## config.mk

```make
export PLATFORM = sky130hd
export DESIGN_NAME = npe_div
export DESIGN_NICKNAME = d
export VERILOG_FILES = /design/src/sv/npe_pkg.sv /design/src/sv/npe_div.sv
export SDC_FILE = /design/constraint.sdc
export NUM_CORES = 1
export LEC_CHECK = 0
export ABC_AREA = 1
export BUFFER_PORTS_ARGS = -buffer_cell sky130_fd_sc_hd__buf_4
export CAP_MARGIN = 20
export CORE_AREA = 2 2 215 132
export CTS_CLUSTER_DIAMETER = 200
export CTS_CLUSTER_SIZE = 8
export DETAILED_ROUTE_END_ITERATION = 10
export DIE_AREA = 0 0 217 134
export PLACE_DENSITY = 0.59
export SETUP_SLACK_MARGIN = 0.02
export SYNTH_ARGS = -nofsm -noshare
export SYNTH_HDL_FRONTEND = slang
export SYNTH_SLANG_ARGS = --single-unit
```

## constraint.sdc

```tcl
create_clock -name aclk -period 7.4 [get_ports aclk]
set_input_delay 0.37 -clock aclk [delete_from_list [all_inputs] [get_ports aclk]]
set_output_delay 0.37 -clock aclk [all_outputs]
set_load 0.005 [all_outputs]
```

## src/sv/npe_pkg.sv

```systemverilog
// Shared constants, types and saturation helpers for the NURBS evaluator.
package npe_pkg;

    localparam int MAX_POINTS = 64;
    localparam int DEGREE     = 3;
    localparam int FRAC_BITS  = 16;
    localparam int KNOT_SLOTS = MAX_POINTS + DEGREE + 1;

    localparam int IDX_W    = 7;
    localparam int COORD_W  = 32;
    localparam int WEIGHT_W = 24;
    localparam int KNOT_W   = 17;
    localparam int GAIN_W   = 24;
    localparam int PADDR_W  = $clog2(MAX_POINTS);
    localparam int KADDR_W  = $clog2(KNOT_SLOTS);

    // working precision of the de Boor datapath
    localparam int ACC_W     = 64;
    localparam int MUL_B_W   = 33;
    localparam int MUL_CNT_W = $clog2(MUL_B_W);
    localparam int DIV_D_W   = 25;
    localparam int DIV_CNT_W = $clog2(ACC_W + 1);

    localparam int JW  = $clog2(DEGREE + 1);
    localparam int KNW = $clog2(2 * DEGREE);

    localparam logic [GAIN_W-1:0] GAIN_RESET = GAIN_W'(28018);
    localparam logic signed [ACC_W-1:0] HLIM = (ACC_W'(1) <<< (62 - FRAC_BITS)) - ACC_W'(1);

    localparam logic [1:0] OP_WR_POINT = 2'd0;
    localparam logic [1:0] OP_WR_KNOT  = 2'd1;
    localparam logic [1:0] OP_EVAL     = 2'd2;
    localparam logic [1:0] OP_START    = 2'd3;

    localparam logic [1:0] STS_OK        = 2'd0;
    localparam logic [1:0] STS_BAD_INDEX = 2'd1;
    localparam logic [1:0] STS_ZERO_DIV  = 2'd2;

    typedef struct packed {
        logic signed [COORD_W-1:0] x;
        logic signed [COORD_W-1:0] y;
        logic [WEIGHT_W-1:0]       w;
    } point_t;

    typedef struct packed {
        logic                      start;
        logic signed [ACC_W-1:0]   a;
        logic signed [MUL_B_W-1:0] b;
    } mul_req_t;

    typedef struct packed {
        logic                    start;
        logic signed [ACC_W-1:0] num;
        logic [DIV_D_W-1:0]      den;
    } div_req_t;

    function automatic logic signed [COORD_W-1:0] sat32(input logic signed [ACC_W-1:0] v);
        logic signed [ACC_W-1:0] hi;
        logic signed [ACC_W-1:0] lo;
        hi = (ACC_W'(1) <<< (COORD_W - 1)) - ACC_W'(1);
        lo = -(ACC_W'(1) <<< (COORD_W - 1));
        if (v > hi) begin
            return hi[COORD_W-1:0];
        end else if (v < lo) begin
            return lo[COORD_W-1:0];
        end
        return v[COORD_W-1:0];
    endfunction

    function automatic logic signed [ACC_W-1:0] clamp_hlim(input logic signed [ACC_W-1:0] v);
        if (v > HLIM) begin
            return HLIM;
        end else if (v < -HLIM) begin
            return -HLIM;
        end
        return v;
    endfunction

endpackage

```

## src/sv/npe_div.sv

```systemverilog
// Restoring divider: signed 64-bit by unsigned 25-bit, truncating toward zero.
module npe_div (
    input  logic                          aclk,
    input  logic                          aresetn,
    input  npe_pkg::div_req_t             req,
    output logic                          done,
    output logic signed [npe_pkg::ACC_W-1:0] quo
);
    import npe_pkg::*;

    logic                 busy_reg;
    logic                 done_reg;
    logic [DIV_CNT_W-1:0] cnt_reg;
    logic [ACC_W-1:0]     q_reg;
    logic [DIV_D_W-1:0]   rem_reg;
    logic [DIV_D_W-1:0]   den_reg;
    logic                 neg_reg;
    logic [DIV_D_W:0]     rem_sh;
    logic [DIV_D_W:0]     rem_sub;
    logic                 fits;

    always_comb begin
        rem_sh  = {rem_reg, q_reg[ACC_W-1]};
        fits    = rem_sh >= {1'b0, den_reg};
        rem_sub = rem_sh - {1'b0, den_reg};
    end

    always_ff @(posedge aclk) begin
        if (!aresetn) begin
            busy_reg <= 1'b0;
            done_reg <= 1'b0;
        end else begin
            done_reg <= 1'b0;
            if (req.start) begin
                busy_reg <= 1'b1;
                q_reg    <= req.num[ACC_W-1] ? ACC_W'(-req.num) : ACC_W'(req.num);
                neg_reg  <= req.num[ACC_W-1];
                den_reg  <= req.den;
                rem_reg  <= '0;
                cnt_reg  <= DIV_CNT_W'(ACC_W);
            end else if (busy_reg) begin
                rem_reg <= fits ? rem_sub[DIV_D_W-1:0] : rem_sh[DIV_D_W-1:0];
                q_reg   <= {q_reg[ACC_W-2:0], fits};
                cnt_reg <= cnt_reg - DIV_CNT_W'(1);
                if (cnt_reg == DIV_CNT_W'(1)) begin
                    busy_reg <= 1'b0;
                    done_reg <= 1'b1;
                end
            end
        end
    end

    assign done = done_reg;
    assign quo  = neg_reg ? -$signed(q_reg) : $signed(q_reg);

endmodule

```

==> reports/results.txt <==
Status: complete, no violations
Worst vdd ir: 181 uV
Synth warn: 0
CP Max Fanout: 4
CTS Root Cell: clkbuf_16
Drt first pass iters: 5
Mean post-synth cell area: 6.42 um^2
Worst Hold Class: in -> reg
Cts hold-fix bufs: 0
Multi-input gate area: 6850 um^2
Rel. slew slack: 29.9%
Top FF cell, synth: edfxtp_1
Vias in the first global route: 10800
Post-CTS setup buffers: 0
H-tree depth: 4
Global Route Usage Sum: 30.7%
Vert. Die Dim: 134 um
Fmax: 300 MHz
DRT iter0 DRCs: 1617
Largest net degree at the start of global routing: 80
Fin Setup TNS: 0 ns
WL final: 44100 um
Worst Setup End Kind: output pin
Core Region: 27200 um^2
Nets: 2059
Fill count: 2869
Post-synth EDFFs: 122
CTS tree: built
P per Cell Area: 196 nW/um^2
Cells after DPL: 2285
Share of cells above drive strength 1: 13.4%
Mapped cell area: 11500 um^2
Area Growth Syn to Fin: 17.8%
HPWL after DPL: 35900 um
Worst-Margin Slew: 1.05 ns
Maximum capacitance violations: 0
Static Leak: 6.23 nW
Max FFs per register: 64
IO Port Bufs: 156
Fin cells: 2317
Antenna Violating Nets Remaining: 0
Via density per instance: 5.27
Seq pwr share: 35.6%
Final hold violations: 0
Yosys reg bits: 124
Syn Inst Count: 1797
Combinational fraction of design power: 33.2%
Gr ovfl total: 0
Sw Ratio: 38.7%
Routability-driven placement congestion ratio: 0.989
# resized after CTS: 0
Setup CP Type: reg -> out
Unrepaired setup endpoints after global routing: no
Clock skew: 0.0106 ns
Minimum clock period: 3.34 ns
Endpoints failing setup: 0
I/O pin count: 157
Remaining DRCs: 0
CP arrival: 2.97 ns
Total power: 2.66 mW
Critical Path RT: 7.03 ns
Avg WL per Cell: 19.0 um
# clock sinks: 124
P_int: 1.63 mW
Register area: 3700 um^2
Initial antenna violation count: 3
Row cnt: 47
Tcrit/Tclk final: 45.1%
Later-pin clock latency in the skew report: 0.45 ns
First-pass GRT wire length: 66200 um
Startpoint types: register
Hold_ws: 0.0958 ns
Clk pwr share: 31.1%
CTS Buf Count: 17
DIE AREA: 29100 um^2
P_sw: 1.03 mW
DR vias: 12200
Die Span X: 217 um
Number of library cell types mapped by synthesis: 45
Effective utilization at floorplan: 42.5%
Max Transition Viols Final: 0
Net Count, Synth: 1919
Asr flop ratio synth: 0%
Clock transition at path regs: 0.06 ns
Antenna cell count: 0
Max Buffers Root-to-Sink: 2
Sequential area share after synthesis: 32.1%
[critical path: stages, from the launching register on]
cell and delay [ns]:
edfxtp_1 0.46, inv_1 0.14, ha_1 0.26, nand3_2 0.16
inv_1 0.15, nand2_2 0.14, nor2_2 0.25, nand2_1 0.12
o21ai_1 0.23, o21ai_0 0.15, xor2_1 0.31, buf_4 0.17
[per-layer routing]
| layer | vias to the layer above | routed length (um) | global-route usage (%) |
|---|---|---|---|
| li1 | 6005 | - | - |
| met1 | 5536 | 22500 | 50.4 |
| met2 | 629 | 15000 | 36.4 |
| met3 | 28 | 6290 | 11.6 |
| met4 | 2 | 298 | 4.53 |
| met5 | - | 8 | 0 |
[power by group through the flow]
stage,sequential (mW),combinational [mW],clock [mW]
final,0.948,0.884,0.829
after global placement,0.956,0.856,0
after floorplan,0.924,0.561,0
after CTS,0.943,0.865,0.840
after detailed placement,0.957,0.861,0
after global routing,0.954,0.979,0.873
[cell type report]
| type | instances | area share (%) |
|---|---|---|
| clock buffers | 17 | 3.13 |
| clock inverters | 15 | 1.07 |
| inverters | 211 | 5.86 |
| multi-input cells | 1423 | 50.3 |
| flip-flops and latches | 124 | 27.2 |
| well taps | 367 | 3.38 |
| repair buffers | 160 | 8.98 |
[synth_stat cells (5+ instances only)]
cell type	number	share of area, %
and2_1	5	0.27
clkbuf_1	21	0.68
o21ai_0	76	3.3
ha_1	29	3.1
inv_2	7	0.23
xor2_1	64	4.9
a21oi_1	23	1.0
or2_2	5	0.27
nand3b_1	11	0.72
nand3_1	108	4.7
buf_1	5	0.16
xnor2_1	33	2.5
nand2_1	624	20
nand2_2	16	0.87
nor3_1	18	0.78
nor2_1	305	9.9
edfxtp_1	122	32
nor2_2	23	1.2
buf_2	7	0.30
inv_1	202	6.6
o21ai_1	8	0.35
nand4_1	39	2.1
[kinds of logic after synthesis]
family                   Yosys count  share of synthesized area [%]
AND/OR/NAND/NOR                 1172                           42.8
buffers and inverters            250                           8.65
AO/OA/AOI/OAI                    124                           5.82
flip-flops                       124                           32.1
XOR/XNOR                          97                           7.36
adder cells (fa/ha/maj)           30                           3.32
[layout by cell type (no fill, tap or decap), types with 23 or more instances in the layout]
| master | n |
|---|---|
| a21oi_1 | 23 |
| buf_4 | 159 |
| edfxtp_1 | 122 |
| ha_1 | 29 |
| inv_1 | 202 |
| nand2_1 | 623 |
| nand3_1 | 108 |
| nand4_1 | 39 |
| nor2_1 | 305 |
| nor2_2 | 23 |
| o21ai_0 | 76 |
| xnor2_1 | 33 |
| xor2_1 | 64 |
[per-stage QoR]
step	worst slack [ns]	utilization (%)	area [um^2]
finish	4.06	50.1	13600
global route	3.84	50.1	13600
CTS	4.17	50.1	13600
detailed placement	4.20	48.0	13000
floorplan	4.17	-	11500
global placement	4.30	47.8	13000
[final timing paths]
path / from / slack, ns / cells after the start / endpoint
max: q_reg[0]$_DFFE_PP_ / 4.06 / 11 / quo[16]
min: req[20] / 0.1 / 1 / den_reg[20]$_DFFE_PP_
max reg2reg: q_reg[63]$_DFFE_PP_ / 4.10 / 14 / rem_reg[6]$_SDFFCE_PP0P_
min reg2reg: busy_reg$_SDFF_PN0_ / 0.53 / 2 / done$_SDFF_PP0_
Power figures use the tool's default switching activity.
