<file path="src/sv/npe_pkg.sv">
// Shared constants, types and saturation helpers for the NURBS evaluator.
package npe_pkg;

    localparam int MAX_POINTS = 64;
    localparam int DEGREE     = 3;
    localparam int FRAC_BITS  = 16;
    localparam int KNOT_SLOTS = MAX_POINTS + DEGREE + 1;

    localparam int IDX_W    = 7;
    localparam int COORD_W  = 32;
    localparam int WEIGHT_W = 24;
    localparam int KNOT_W   = 17;
    localparam int GAIN_W   = 24;
    localparam int PADDR_W  = $clog2(MAX_POINTS);
    localparam int KADDR_W  = $clog2(KNOT_SLOTS);

    // working precision of the de Boor datapath
    localparam int ACC_W     = 64;
    localparam int MUL_B_W   = 33;
    localparam int MUL_CNT_W = $clog2(MUL_B_W);
    localparam int DIV_D_W   = 25;
    localparam int DIV_CNT_W = $clog2(ACC_W + 1);

    localparam int JW  = $clog2(DEGREE + 1);
    localparam int KNW = $clog2(2 * DEGREE);

    localparam logic [GAIN_W-1:0] GAIN_RESET = GAIN_W'(28018);
    localparam logic signed [ACC_W-1:0] HLIM = (ACC_W'(1) <<< (62 - FRAC_BITS)) - ACC_W'(1);

    localparam logic [1:0] OP_WR_POINT = 2'd0;
    localparam logic [1:0] OP_WR_KNOT  = 2'd1;
    localparam logic [1:0] OP_EVAL     = 2'd2;
    localparam logic [1:0] OP_START    = 2'd3;

    localparam logic [1:0] STS_OK        = 2'd0;
    localparam logic [1:0] STS_BAD_INDEX = 2'd1;
    localparam logic [1:0] STS_ZERO_DIV  = 2'd2;

    typedef struct packed {
        logic signed [COORD_W-1:0] x;
        logic signed [COORD_W-1:0] y;
        logic [WEIGHT_W-1:0]       w;
    } point_t;

    typedef struct packed {
        logic                      start;
        logic signed [ACC_W-1:0]   a;
        logic signed [MUL_B_W-1:0] b;
    } mul_req_t;

    typedef struct packed {
        logic                    start;
        logic signed [ACC_W-1:0] num;
        logic [DIV_D_W-1:0]      den;
    } div_req_t;

    function automatic logic signed [COORD_W-1:0] sat32(input logic signed [ACC_W-1:0] v);
        logic signed [ACC_W-1:0] hi;
        logic signed [ACC_W-1:0] lo;
        hi = (ACC_W'(1) <<< (COORD_W - 1)) - ACC_W'(1);
        lo = -(ACC_W'(1) <<< (COORD_W - 1));
        if (v > hi) begin
            return hi[COORD_W-1:0];
        end else if (v < lo) begin
            return lo[COORD_W-1:0];
        end
        return v[COORD_W-1:0];
    endfunction

    function automatic logic signed [ACC_W-1:0] clamp_hlim(input logic signed [ACC_W-1:0] v);
        if (v > HLIM) begin
            return HLIM;
        end else if (v < -HLIM) begin
            return -HLIM;
        end
        return v;
    endfunction

endpackage

</file>
<file path="src/sv/npe_mul.sv">
// Shift-and-add multiplier: signed 64-bit by signed 33-bit, one bit per cycle.
module npe_mul (
    input  logic                          aclk,
    input  logic                          aresetn,
    input  npe_pkg::mul_req_t             req,
    output logic                          done,
    output logic signed [npe_pkg::ACC_W-1:0] prod
);
    import npe_pkg::*;

    logic                    busy_reg;
    logic                    done_reg;
    logic [MUL_CNT_W-1:0]    cnt_reg;
    logic signed [ACC_W-1:0] acc_reg;
    logic signed [ACC_W-1:0] a_reg;
    logic [MUL_B_W-2:0]      mag_reg;
    logic                    neg_reg;
    logic [MUL_B_W-1:0]      b_abs;

    assign b_abs = req.b[MUL_B_W-1] ? MUL_B_W'(-req.b) : MUL_B_W'(req.b);

    always_ff @(posedge aclk) begin
        if (!aresetn) begin
            busy_reg <= 1'b0;
            done_reg <= 1'b0;
        end else begin
            done_reg <= 1'b0;
            if (req.start) begin
                busy_reg <= 1'b1;
                a_reg    <= req.a;
                mag_reg  <= b_abs[MUL_B_W-2:0];
                neg_reg  <= req.b[MUL_B_W-1];
                acc_reg  <= '0;
                cnt_reg  <= MUL_CNT_W'(MUL_B_W - 1);
            end else if (busy_reg) begin
                if (mag_reg[0]) begin
                    acc_reg <= acc_reg + a_reg;
                end
                a_reg   <= a_reg <<< 1;
                mag_reg <= mag_reg >> 1;
                cnt_reg <= cnt_reg - MUL_CNT_W'(1);
                if (cnt_reg == MUL_CNT_W'(1)) begin
                    busy_reg <= 1'b0;
                    done_reg <= 1'b1;
                end
            end
        end
    end

    assign done = done_reg;
    assign prod = neg_reg ? -acc_reg : acc_reg;

endmodule

</file>
<file path="config.mk">
export PLATFORM = sky130hd
export DESIGN_NAME = npe_mul
export DESIGN_NICKNAME = d
export VERILOG_FILES = /design/src/sv/npe_pkg.sv /design/src/sv/npe_mul.sv
export SDC_FILE = /design/constraint.sdc
export NUM_CORES = 1
export LEC_CHECK = 0
export BUFFER_PORTS_ARGS = -buffer_cell sky130_fd_sc_hd__buf_2
export CAP_MARGIN = 40
export CORE_ASPECT_RATIO = 0.75
export CORE_UTILIZATION = 54
export CTS_CLUSTER_SIZE = 24
export DETAILED_ROUTE_END_ITERATION = 8
export GPL_ROUTABILITY_DRIVEN = 0
export PLACE_DENSITY = 0.78
export REMOVE_ABC_BUFFERS = 1
export SLEW_MARGIN = 30
export SYNTH_ARGS = -nofsm -noshare
export SYNTH_HDL_FRONTEND = slang
export SYNTH_SLANG_ARGS = --single-unit
</file>
<file path="constraint.sdc">
create_clock -name aclk -period 6.01 [get_ports aclk]
set_input_delay 1.803 -clock aclk [delete_from_list [all_inputs] [get_ports aclk]]
set_output_delay 1.803 -clock aclk [all_outputs]
set_load 0.005 [all_outputs]
</file>
==> flow_metrics.env <==
export IMPL_status="finished, final reports clean"
export IMPL_hold_path_class="reg2reg"
export IMPL_critical_path_top_delay_family="simple AND/OR/NAND/NOR gates"
export IMPL_ys_async_sr_fraction_pct=0
export IMPL_preCtsSetupSlack_ns=0.700
export IMPL_dieHeight_um=134
export IMPL_fin_tns_setup_ns=0
export IMPL_fin_crit_sh_pct=94.1
export IMPL_design_area_sq_um=14300
export IMPL_power_leakage_nw=5.50
export IMPL_synth_distinct_cells=68
export IMPL_rsz0062_at_grt="no"
export IMPL_grt_pass1_wl_um=50200
export IMPL_critPathLaunch="acc_reg[16]"
export IMPL_relSlewSlack_pct=55.9
export IMPL_fp_coreArea_sq_um=22500
export IMPL_yosysSeqAreaShare_pct=40.1
export IMPL_nFillCells=1896
export IMPL_crit_chain="or4_1 -> nor4_1 -> nand4_1 -> or3_1 -> o41ai_1 -> nand2_1 -> xor2_1 -> buf_2"
export IMPL_synth_edf_count=167
export IMPL_p_int_mw=2.44
export IMPL_endpoint="prod[56]"
export IMPL_cts_hold_buf=0
export IMPL_hold_viol=0
export IMPL_pwr_share_seq_pct=41.8
export IMPL_utilization_pct=63.5
export IMPL_grt_usage_pct=26.8
export IMPL_fin_skew_ns=0.0113
export IMPL_max_cap_violations=0
export IMPL_worstPathArrival_ns=3.85
export IMPL_place_inst=1707
export IMPL_nets=1601
export IMPL_drtAntennaViolNets=0
export IMPL_combinationalPowerShare_pct=28.4
export IMPL_cts_tree="built"
export IMPL_clock_latency_ns=0.45
export IMPL_worstReg2RegEnd="acc_reg[60]"
export IMPL_cpPeakStageDelay_ns=0.62
export IMPL_dpl_cell_area_sq_um=13600
export IMPL_max_freq_ghz=0.177
export IMPL_first_global_vias=9772
export IMPL_drive_gt1_share_pct=20.6
export IMPL_via_per_inst=6.16
export IMPL_routed_wl_um=32000
export IMPL_drtPass1Iterations=6
export IMPL_die_area_sq_um=23900
export IMPL_grt_overflow=0
export IMPL_cts_root_buf="clkbuf_16"
export IMPL_syn2layout_area_growth_pct=13.2
export IMPL_io_pins=165
export IMPL_cpMaxStageDelayCell="or4_1"
export IMPL_num_vias=10800
export IMPL_hold_ws_ns=0.473
export IMPL_p_switching_mw=1.22
export IMPL_worstSetupEndpointType="output pin"
export IMPL_numCtsBuffers=17
export IMPL_num_rows=47
export IMPL_avgRoutedWirePerCell_um=18.3
export IMPL_drt_iter0_drc=946
export IMPL_syn_area_sq_um=12600
export IMPL_p_total_mw=3.66
export IMPL_h_tree_depth=4
export IMPL_cp_num_buf_inv=1
export IMPL_clk_pin_slew_ns=0.08
export IMPL_yosys_top_cells_area="edfxtp_1 40%, ha_1 6.7%, mux2_2 6.3%"
export IMPL_start_kind="flop"
export IMPL_hpwl_um=24200
export IMPL_chipWidth_um=178
export IMPL_grt_antenna_before_repair=8
export IMPL_crit_path_max_fanout=6
export IMPL_powerDensity_nw_per_um2=257
export IMPL_ff2ff_path_depth=12
export IMPL_pwr_share_clk_pct=29.8
export IMPL_ys_seq_elements=169
export IMPL_vdd_drop_max_mv=0.203
export IMPL_synth_most_common_cell="edfxtp_1"
export IMPL_synthFlopType="edfxtp_1"
export IMPL_cts_num_sinks=169
export IMPL_yosys_area_top_type_share_pct=39.8
export IMPL_drv_slew=0
export IMPL_ys_warnings_count=0
export IMPL_worst_slew_pin_slew_ns=0.656
export IMPL_timing_reg2reg_setup_slack_ns=2.10
export IMPL_crit_required_ns=4.21
export IMPL_drcViolationCount=0
export IMPL_synthTopCellsByCount="167 x edfxtp_1, 132 x nor2_1, 106 x nand2_1, 99 x a21oi_1, 89 x xnor2_1"
export IMPL_avgSynthCellArea_sq_um=9.65
export IMPL_port_buffers=164
export IMPL_synth_area_leader_cell="edfxtp_1"
export IMPL_r2r_start="acc_reg[0]"
export IMPL_setup_slack_ns=0.357
export IMPL_crit_cells=8
export IMPL_grt_max_degree=119
export IMPL_criticalPathCategory="reg2out"
export IMPL_start_util_pct=56.1
export IMPL_p_sw_share_pct=33.2
export IMPL_cts_buffer_depth=2
export IMPL_min_period_ns=5.65
export IMPL_syn_inst=1305
export IMPL_fin_cells=1746
export IMPL_setup_violations=0
[worst min path at each step]
stage | from | to | slack, ns | depth (start not counted)
after floorplan | busy_reg | done | 0.43 | 2
after global placement | busy_reg | done | 0.46 | 2
after detailed placement | busy_reg | done | 0.47 | 2
after CTS | busy_reg | done | 0.48 | 2
after global routing | busy_reg | done | 0.50 | 2
final | busy_reg | done | 0.47 | 2
[tightest hold or removal path: cells and delay by family (launching register included)]
family | cells | cell delay [ns]
flops | 1 | 0.33
simple gates | 2 | 0.10
[routing by layer]
layer / wire length (um) / track usage [%] / part of all wire, %
met2: 13400 / 38.7 / 42
met5: 35 / 0 / 0.11
met3: 3310 / 7.48 / 10
met1: 15000 / 39.9 / 47
met4: 245 / 5.23 / 0.77
[what timing repair did]
item                                   in CTS  in global routing
setup endpoints to repair                   0                  1
setup buffers                               0                  0
endpoints found under the hold margin       0                  0
resized for setup                           0                  1
[power by group through the flow]
| stage | sequential (mW) | clock [mW] | combinational, mW |
|---|---|---|---|
| final | 1.53 | 1.09 | 1.04 |
| after detailed placement | 1.55 | 0 | 1.02 |
| after CTS | 1.52 | 1.10 | 1.02 |
| after global placement | 1.54 | 0 | 0.993 |
| after global routing | 1.54 | 1.14 | 1.15 |
| after floorplan | 1.52 | 0 | 0.719 |
[cells by family (layout without fill, tap and decap cells)]
family	after synthesis	after routing	share of synthesized area (%)
AND/OR/NAND/NOR	430	430	16.7
XOR/XNOR	145	145	10.1
multiplexers	72	72	6.43
flip-flops	169	169	40.1
other	0	6	0
adder cells (fa/ha/maj)	68	68	6.81
AO/OA/AOI/OAI	332	332	17.2
buffers and inverters	89	230	2.68
[cells in the final DEF (no fill, tap or decap), types with 56 or more instances in the layout]
master,n
o21ai_0,63
nand2_1,106
mux2_2,71
ha_1,67
edfxtp_1,167
buf_2,164
xor2_1,56
xnor2_1,89
a21oi_1,99
nor2_1,132
[cell type report]
class | instances | area [sq um] | area share (%)
multi-input cells | 1047 | 7220 | 50.7
flip-flops and latches | 169 | 5050 | 35.5
repair buffers | 175 | 932 | 6.54
clock buffers | 18 | 439 | 3.08
well taps | 294 | 368 | 2.58
clock inverters | 14 | 135 | 0.948
inverters | 23 | 86.3 | 0.606
diodes | 6 | 15.0 | 0.105
(Power assumes the default switching activity.)
